<file path="config.mk">
export PLATFORM = sky130hd
export DESIGN_NAME = watchdog_timer_magic_close_unit
export DESIGN_NICKNAME = d
export VERILOG_FILES = /design/src/rtl/wdmc_pkg.sv /design/src/rtl/wdmc_cfg_regs.sv /design/src/rtl/wdmc_reload.sv /design/src/rtl/wdmc_core.sv /design/src/rtl/watchdog_timer_magic_close_unit.sv
export SDC_FILE = /design/constraint.sdc
export NUM_CORES = 1
export LEC_CHECK = 0
export BUFFER_PORTS_ARGS = -buffer_cell sky130_fd_sc_hd__buf_2
export CORE_AREA = 2 2 197 180
export DETAILED_ROUTE_END_ITERATION = 10
export DIE_AREA = 0 0 199 182
export GPL_TIMING_DRIVEN = 1
export MAX_ROUTING_LAYER = met4
export SETUP_SLACK_MARGIN = 0.2
export SLEW_MARGIN = 0
export SYNTH_ARGS = -nofsm -noshare
export SYNTH_HDL_FRONTEND = slang
export SYNTH_SLANG_ARGS = --single-unit
</file>
<file path="constraint.sdc">
create_clock -name clk -period 8.2 [get_ports clk]
set_clock_uncertainty 0.15 [all_clocks]
set_input_delay 0.82 -clock clk [delete_from_list [all_inputs] [get_ports clk]]
set_output_delay 0.82 -clock clk [all_outputs]
set_load 0.01 [all_outputs]
</file>
<file path="src/rtl/wdmc_pkg.sv">
// Package for the watchdog timer with magic close: modes, status codes,
// register indexes, reset constants and the configuration struct.
// Has no dependencies; every other file of the block imports it.
package wdmc_pkg;

  // Default width of the countdown register.
  localparam int COUNTER_WIDTH_DEF = 32;

  // Field widths of the item and of the configuration registers.
  localparam int MODE_W   = 3;
  localparam int BYTE_W   = 8;
  localparam int MARGIN_W = 16;
  localparam int TPS_W    = 10;
  localparam int STATUS_W = 2;
  localparam int PROD_W   = MARGIN_W + TPS_W;

  // Packed widths of the stream data buses (whole bytes).
  localparam int IN_DATA_W  = 32;
  localparam int OUT_DATA_W = 24;

  // Configuration port.
  localparam int CFG_INDEX_W = 2;
  localparam int CFG_DATA_W  = TPS_W;

  localparam logic [CFG_INDEX_W-1:0] CFG_NO_WAY_OUT = 2'd0;
  localparam logic [CFG_INDEX_W-1:0] CFG_NO_REBOOT  = 2'd1;
  localparam logic [CFG_INDEX_W-1:0] CFG_TPS        = 2'd2;

  // Reset values and the magic byte.
  localparam logic [TPS_W-1:0]    TPS_RESET      = 10'd100;
  localparam logic [MARGIN_W-1:0] DEFAULT_MARGIN = 16'd60;
  localparam logic [BYTE_W-1:0]   MAGIC_BYTE     = 8'h56;

  // Event selector carried with each input item.
  typedef enum logic [MODE_W-1:0] {
    MODE_TICK      = 3'd0,
    MODE_OPEN      = 3'd1,
    MODE_WRITE     = 3'd2,
    MODE_RELEASE   = 3'd3,
    MODE_KEEPALIVE = 3'd4,
    MODE_SET_TO    = 3'd5,
    MODE_GET_TO    = 3'd6
  } mode_t;

  // Status returned with each result item.
  typedef enum logic [STATUS_W-1:0] {
    STATUS_OK          = 2'd0,
    STATUS_BUSY        = 2'd1,
    STATUS_BAD_TIMEOUT = 2'd2
  } status_t;

  // Configuration as seen by the core.
  typedef struct packed {
    logic             no_way_out;
    logic             no_reboot;
    logic [TPS_W-1:0] ticks_per_second;
  } cfg_t;

endpackage

</file>
<file path="src/rtl/wdmc_cfg_regs.sv">
// Configuration registers of the watchdog: no_way_out, no_reboot and
// ticks_per_second, written over a valid/ready channel. Uses wdmc_pkg.
module wdmc_cfg_regs import wdmc_pkg::*; (
  input  logic                   clk,
  input  logic                   rst,
  input  logic                   cfg_valid,
  output logic                   cfg_ready,
  input  logic [CFG_INDEX_W-1:0] cfg_index,
  input  logic [CFG_DATA_W-1:0]  cfg_data,
  output cfg_t                   cfg
);

  // The registers can take a write in every cycle.
  assign cfg_ready = 1'b1;

  // Register write; an index beyond the list is ignored.
  always_ff @(posedge clk) begin
    if (rst) begin
      cfg.no_way_out       <= 1'b0;
      cfg.no_reboot        <= 1'b0;
      cfg.ticks_per_second <= TPS_RESET;
    end else if (cfg_valid && cfg_ready) begin
      case (cfg_index)
        CFG_NO_WAY_OUT: cfg.no_way_out       <= cfg_data[0];
        CFG_NO_REBOOT:  cfg.no_reboot        <= cfg_data[0];
        CFG_TPS:        cfg.ticks_per_second <= cfg_data;
        default: begin
        end
      endcase
    end
  end

endmodule

</file>
<file path="src/rtl/wdmc_reload.sv">
// Reload value of the countdown: margin times ticks per second, saturated
// to the countdown width. Purely combinational. Uses wdmc_pkg.
module wdmc_reload import wdmc_pkg::*; #(
  parameter int COUNTER_WIDTH = COUNTER_WIDTH_DEF
) (
  input  logic [MARGIN_W-1:0]      margin,
  input  logic [TPS_W-1:0]         ticks_per_second,
  output logic [COUNTER_WIDTH-1:0] reload_count
);

  logic [PROD_W-1:0] product;

  // One 16 by 10 bit multiplier.
  assign product = PROD_W'(margin) * PROD_W'(ticks_per_second);

  // Saturate only when the countdown is narrower than the product.
  generate
    if (COUNTER_WIDTH >= PROD_W) begin : g_wide
      assign reload_count = COUNTER_WIDTH'(product);
    end else begin : g_narrow
      assign reload_count = (product[PROD_W-1:COUNTER_WIDTH] != '0) ?
                            {COUNTER_WIDTH{1'b1}} : product[COUNTER_WIDTH-1:0];
    end
  endgenerate

endmodule

</file>
<file path="src/rtl/wdmc_core.sv">
// Core of the watchdog: input register, watchdog state, event decode and
// result register. Depends on wdmc_pkg and wdmc_reload.
module wdmc_core import wdmc_pkg::*; #(
  parameter int COUNTER_WIDTH = COUNTER_WIDTH_DEF
) (
  input  logic                  clk,
  input  logic                  rst,
  input  cfg_t                  cfg,
  input  logic                  in_valid,
  output logic                  in_ready,
  input  logic [MODE_W-1:0]     in_mode,
  input  logic [BYTE_W-1:0]     in_byte,
  input  logic                  in_first,
  input  logic [MARGIN_W-1:0]   in_timeout,
  output logic                  out_valid,
  input  logic                  out_ready,
  output logic [STATUS_W-1:0]   out_status,
  output logic [MARGIN_W-1:0]   out_timeout,
  output logic                  out_fired,
  output logic                  out_reboot
);

  // Input register.
  logic                held;
  logic [MODE_W-1:0]   held_mode;
  logic [BYTE_W-1:0]   held_byte;
  logic                held_first;
  logic [MARGIN_W-1:0] held_timeout;

  // Watchdog state.
  logic                     is_open, is_open_next;
  logic                     running, running_next;
  logic                     close_armed, close_armed_next;
  logic [MARGIN_W-1:0]      margin_seconds, margin_seconds_next;
  logic [COUNTER_WIDTH-1:0] countdown, countdown_next;

  // Result of the item in the input register.
  logic [STATUS_W-1:0] status_next;
  logic [MARGIN_W-1:0] timeout_next;
  logic                fired_next;
  logic                reboot_next;

  logic                     advance;
  logic [MARGIN_W-1:0]      reload_margin;
  logic [COUNTER_WIDTH-1:0] reload_count;

  // The held item is processed when the result register is free or drains.
  assign advance  = held && (!out_valid || out_ready);
  assign in_ready = !held || advance;

  always_ff @(posedge clk) begin
    if (rst) begin
      held <= 1'b0;
    end else if (in_valid && in_ready) begin
      held <= 1'b1;
    end else if (advance) begin
      held <= 1'b0;
    end
  end

  always_ff @(posedge clk) begin
    if (in_valid && in_ready) begin
      held_mode    <= in_mode;
      held_byte    <= in_byte;
      held_first   <= in_first;
      held_timeout <= in_timeout;
    end
  end

  // A set-timeout reload uses the new margin at once.
  assign reload_margin = (mode_t'(held_mode) == MODE_SET_TO) ? held_timeout : margin_seconds;

  wdmc_reload #(
    .COUNTER_WIDTH(COUNTER_WIDTH)
  ) u_reload (
    .margin           (reload_margin),
    .ticks_per_second (cfg.ticks_per_second),
    .reload_count     (reload_count)
  );

  // Event decode and next state.
  always_comb begin
    is_open_next        = is_open;
    running_next        = running;
    close_armed_next    = close_armed;
    margin_seconds_next = margin_seconds;
    countdown_next      = countdown;
    status_next         = STATUS_OK;
    timeout_next        = '0;
    fired_next          = 1'b0;
    reboot_next         = 1'b0;
    case (mode_t'(held_mode))
      MODE_TICK: begin
        if (running) begin
          if (countdown > COUNTER_WIDTH'(1)) begin
            countdown_next = countdown - COUNTER_WIDTH'(1);
          end else begin
            countdown_next = '0;
            running_next   = 1'b0;
            fired_next     = 1'b1;
            reboot_next    = !cfg.no_reboot;
          end
        end
      end
      MODE_OPEN: begin
        if (is_open) begin
          status_next = STATUS_BUSY;
        end else begin
          is_open_next   = 1'b1;
          countdown_next = reload_count;
          running_next   = 1'b1;
        end
      end
      MODE_WRITE: begin
        if (!cfg.no_way_out) begin
          if (held_byte == MAGIC_BYTE) begin
            close_armed_next = 1'b1;
          end else if (held_first) begin
            close_armed_next = 1'b0;
          end
        end
        countdown_next = reload_count;
        running_next   = 1'b1;
      end
      MODE_RELEASE: begin
        if (close_armed) begin
          running_next = 1'b0;
        end
        is_open_next     = 1'b0;
        close_armed_next = 1'b0;
      end
      MODE_KEEPALIVE: begin
        countdown_next = reload_count;
        running_next   = 1'b1;
      end
      MODE_SET_TO: begin
        if (held_timeout == '0) begin
          status_next = STATUS_BAD_TIMEOUT;
        end else begin
          margin_seconds_next = held_timeout;
          countdown_next      = reload_count;
          running_next        = 1'b1;
          timeout_next        = held_timeout;
        end
      end
      MODE_GET_TO: begin
        timeout_next = margin_seconds;
      end
      default: begin
      end
    endcase
  end

  // State update, once per processed item.
  always_ff @(posedge clk) begin
    if (rst) begin
      is_open        <= 1'b0;
      running        <= 1'b0;
      close_armed    <= 1'b0;
      margin_seconds <= DEFAULT_MARGIN;
      countdown      <= '0;
    end else if (advance) begin
      is_open        <= is_open_next;
      running        <= running_next;
      close_armed    <= close_armed_next;
      margin_seconds <= margin_seconds_next;
      countdown      <= countdown_next;
    end
  end

  // Result register.
  always_ff @(posedge clk) begin
    if (rst) begin
      out_valid <= 1'b0;
    end else if (advance) begin
      out_valid <= 1'b1;
    end else if (out_ready) begin
      out_valid <= 1'b0;
    end
  end

  always_ff @(posedge clk) begin
    if (advance) begin
      out_status  <= status_next;
      out_timeout <= timeout_next;
      out_fired   <= fired_next;
      out_reboot  <= reboot_next;
    end
  end

endmodule

</file>
<file path="src/rtl/watchdog_timer_magic_close_unit.sv">
// Top level of the watchdog timer with magic close: stream ports,
// configuration port, register file and core. Depends on wdmc_pkg,
// wdmc_cfg_regs and wdmc_core.
//
//   Channel  Direction  Handshake            Payload
//   s_*      in         s_tvalid / s_tready  s_tuser mode, s_tdata item fields
//   m_*      out        m_tvalid / m_tready  m_tdata result fields
//   cfg_*    in         cfg_valid/cfg_ready  cfg_index, cfg_data
//
// Each item passes through the input register and then the result register
// of the core, whose state update (one 16 by 10 bit multiply for the
// reload) sets a sustained rate of one item per cycle while m_tready is high.
// Reset is synchronous and clears the state to closed, stopped, margin 60.
// A stalled result holds the result register; the input register then
// holds one further item and s_tready falls until the result is taken.
module watchdog_timer_magic_close_unit import wdmc_pkg::*; #(
  parameter int COUNTER_WIDTH = COUNTER_WIDTH_DEF
) (
  input  logic                   clk,
  input  logic                   rst,
  input  logic                   s_tvalid,
  output logic                   s_tready,
  // s_tdata: data_byte[7:0], first_byte[8], new_timeout[24:9], zeros[31:25]
  input  logic [IN_DATA_W-1:0]   s_tdata,
  // s_tuser: mode[2:0]
  input  logic [MODE_W-1:0]      s_tuser,
  output logic                   m_tvalid,
  input  logic                   m_tready,
  // m_tdata: status[1:0], timeout_value[17:2], fired[18],
  //          reboot_request[19], zeros[23:20]
  output logic [OUT_DATA_W-1:0]  m_tdata,
  input  logic                   cfg_valid,
  output logic                   cfg_ready,
  input  logic [CFG_INDEX_W-1:0] cfg_index,
  input  logic [CFG_DATA_W-1:0]  cfg_data
);

  cfg_t                cfg;
  logic [STATUS_W-1:0] status;
  logic [MARGIN_W-1:0] timeout_value;
  logic                fired;
  logic                reboot_request;

  // Configuration registers.
  wdmc_cfg_regs u_cfg_regs (
    .clk       (clk),
    .rst       (rst),
    .cfg_valid (cfg_valid),
    .cfg_ready (cfg_ready),
    .cfg_index (cfg_index),
    .cfg_data  (cfg_data),
    .cfg       (cfg)
  );

  // Watchdog core.
  wdmc_core #(
    .COUNTER_WIDTH(COUNTER_WIDTH)
  ) u_core (
    .clk         (clk),
    .rst         (rst),
    .cfg         (cfg),
    .in_valid    (s_tvalid),
    .in_ready    (s_tready),
    .in_mode     (s_tuser),
    .in_byte     (s_tdata[7:0]),
    .in_first    (s_tdata[8]),
    .in_timeout  (s_tdata[24:9]),
    .out_valid   (m_tvalid),
    .out_ready   (m_tready),
    .out_status  (status),
    .out_timeout (timeout_value),
    .out_fired   (fired),
    .out_reboot  (reboot_request)
  );

  // Pack the result fields, lowest first.
  assign m_tdata = {4'b0000, reboot_request, fired, timeout_value, status};

`ifndef SYNTHESIS
  // A reboot is only ever requested by an expiring tick.
  a_reboot_needs_fire: assert property (@(posedge clk) disable iff (rst)
    m_tvalid && reboot_request |-> fired)
    else $error("reboot request without expiry");

  // An error status never comes with an expiry or a timeout value.
  a_error_is_clean: assert property (@(posedge clk) disable iff (rst)
    m_tvalid && (status != STATUS_OK) |-> !fired && (timeout_value == '0))
    else $error("error result carries other fields");

  // A timeout value comes only from a timeout query or update.
  a_timeout_alone: assert property (@(posedge clk) disable iff (rst)
    m_tvalid && (timeout_value != '0) |-> !fired && (status == STATUS_OK))
    else $error("timeout value mixed with other results");

  // The input side stalls only behind a result that is not being taken.
  a_stall_cause: assert property (@(posedge clk) disable iff (rst)
    !s_tready |-> m_tvalid && !m_tready)
    else $error("input stalled without output backpressure");
`endif

endmodule

</file>
==> metrics.md <==
| Metric | Value |
|---|---|
| Worst Slack Setup Final | `around 0.72 ns` |
| M2 GR Usage | `approximately 22%` |
| Count of port buffers added during placement | `66` |
| Top cells by count, synth | `189 x nand2_1, 117 x inv_1, 110 x fa_1` |
| EDFF count, synth | `48` |
| Area grow syn2layout | `13.7%` |
| Cell area after layout | `0.0115 mm2` |
| Commonest register cell after synthesis | `dfxtp_1` |
| CP startpoint kind | `flop` |
| Share of cells above drive strength 1 | `10.2%` |
| Worst Tran Pin Value | `about 0.88 ns` |
| Pwr Density | `about 190 mW/mm2` |
| Placement row count | `65` |
| Fin crit share | `slightly above 90%` |
| Mapped cell area | `about 0.010 mm2` |
| Sink Count | `113` |
| Resize count post-CTS | `0` |
| Slew Limit Fails | `0` |
| Setup Buffers After CTS | `0` |
| DRC violations left | `0` |
| Synth cell types | `68` |
| Pre-CTS setup slack | `0.772 ns` |
| Status | `finished clean` |
| Final setup fails | `0` |
| Drt wl/cell | `14.8 um` |
| WP data required | `8.36 ns` |
| Synth Instances | `1118` |
| Max Cap Viol | `0` |
| Clock Tree Root | `clkbuf_16` |
| Final Hold Viols | `0` |
| CTS clk-pin slew, worst paths | `0.07 ns` |
| Setup TNS | `0 ns` |
| Clock Latency Late Sink | `0.43 ns` |
| Die Ht | `between 150 and 200 um` |
| Initial core utilization | `between 20% and 30%` |
| H-tree depth | `4` |
| Avg Cell Area, Syn | `roughly 9 um2` |
| Initial antenna violation count | `1` |
| Maximum net fanout on the critical path | `15` |
| Die Width | `approximately 200 um` |
| Post-DRT Antenna Nets | `0` |
| Post-Route WL | `24400 um` |
| FMAX | `about 130 MHz` |
| CTS buffer count | `17` |
| P_leak | `roughly 0.0052 uW` |
| Final #Nets | `around 1400` |
| Iter 0 DRT Violations | `462` |
| I/O pins | `just under 80` |
| Final core utilization | `about 33%` |
| Minimum clock period | `~7.5 ns` |
| Bufs on Longest Clock Path | `2` |
| First-pass GRT wire length | `41800 um` |
| Grt peak-use layer | `met2` |
| #FFs+latches synth | `113` |
| CTS Hold Bufs | `0` |
| Overflow after GRT | `0` |
| Global Route met3 Usage | `around 3.7%` |
| Post-synth ARST share | `0%` |
| Min-delay worst type | `reg2reg` |
| CP peak stage delay | `approximately 0.53 ns` |
| Crit. End Element | `flop` |
| Met1 usage in global routing | `19.9%` |
| VDD IR-drop max | `~180 uV` |
| Synth top area share | `between 20 and 25%` |
| Routability cong. | `0.843` |
| TritonCTS clock tree | `built` |
| Vias in the first global route | `around 8100` |
| CP max-delay cell | `and2_1` |
| First-pass DRT Iterations | `5` |
| Die Area | `about 0.036 mm2` |
| Slew HR | `between 40% and 50%` |
| Crit path DAT | `7.64 ns` |
| YS warnings | `0` |
| Ranking of synthesized cells by area | `fa_1 22%, edfxtp_1 14%, dfxtp_1 13%` |
| Unrepaired setup endpoints after global routing | `no` |
| DR vias | `7908` |
| DR vias/cell | `~4.8` |
| Sequential share of the synthesized area | `between 20% and 30%` |
| Most used cell along the critical path | `inv_1` |
| Most common cell in the netlist | `nand2_1` |
| Total core area | `around 0.034 mm2` |
| Hold Worst Slack | `roughly 0.32 ns` |
| Yosys top cell by area | `fa_1` |
| Setup CP Type | `reg2reg` |
| Post-place instance area | `between 0.01 and 0.015 mm2` |
| Dpl hpwl | `approximately 18000 um` |
| Largest net degree at the start of global routing | `58` |
| Total global-route track usage | `about 15%` |
critical path, delay by kind of cell (launching register included):
kind / cells / cell delay [ns]
AO/OA/AOI/OAI: 6 / 1.10
adder cells (fa/ha/maj): 6 / 2.90
buffers and inverters: 7 / 0.70
flip-flops: 1 / 0.51
multiplexers: 1 / 0.35
AND/OR/NAND/NOR: 6 / 1.61
where the power goes:
part	internal [uW]	switching (uW)
clock	488	307
combinational	276	447
sequential	622	37.7
total	1390	792
state kept, by name, summed over array words and instances, names as in the netlist:
name	count
u_core.held_first	1
u_core.is_open	1
u_cfg_regs.cfg	12
u_core.running	1
u_core.close_armed	1
u_core.out_valid	1
u_core.out_fired	1
u_core.out_timeout	16
u_core.held_byte	8
u_core.held_timeout	16
u_core.margin_seconds	16
u_core.out_status	2
u_core.held_mode	3
u_core.countdown	32
u_core.held	1
u_core.out_reboot	1
routing by layer:
metal | share of wire [%] | vias to the layer above
li1 | - | 3826
met1 | 47 | 3853
met2 | 46 | 201
met3 | 5.8 | 28
met4 | 1.7 | 0
met5 | 0 | -
stage by stage:
stage / power, uW / instances
6_report: 2180 / 1646
5_1_grt: 2330 / 1646
4_1_cts: 2200 / 1645
3_5_place_dp: 1390 / 1613
3_3_place_gp: 1380 / 1613
2_1_floorplan: 1210 / 1121
logic make-up after synthesis:
family                   synth area share, %
other                                 0.0743
XOR/XNOR                                2.34
buffers and inverters                   6.62
AND/OR/NAND/NOR                         21.9
flip-flops                              27.1
multiplexers                           0.520
adder cells (fa/ha/maj)                 29.6
AO/OA/AOI/OAI                           11.9
final timing paths:
kind / slack [ns] / cells past startpoint / to / from
worst max-delay path: 0.72 / 26 / u_core.countdown[19] / u_core.held_mode[0]
worst min-delay path: 0.32 / 2 / u_core.countdown[31] / u_core.countdown[31]
worst max register to register: 0.72 / 26 / u_core.countdown[19] / u_core.held_mode[0]
worst min register to register: 0.32 / 2 / u_core.countdown[31] / u_core.countdown[31]
layout make-up:
type	count	area [um2]
repair buffers	74	390
clock buffers	17	425
flip-flops and latches	113	2740
clock inverters	15	195
multi-input cells	840	6710
diodes	1	2.50
fillers	3484	22900
inverters	117	439
well taps	469	587
placed cells by master (no fill, tap or decap), types with 11 or more instances in the layout:
cell type,instances
a22o_1,11
a21o_1,12
nor3_1,22
and2_1,77
fa_1,110
nand2_1,189
nor2_1,66
xor2_1,15
a21oi_1,44
nor2b_1,13
ha_1,63
dfxtp_1,65
inv_1,117
edfxtp_1,48
o21ai_0,43
clkbuf_16,17
buf_2,66
a22oi_1,18
xnor2_1,12
Power figures use the tool's default switching activity.
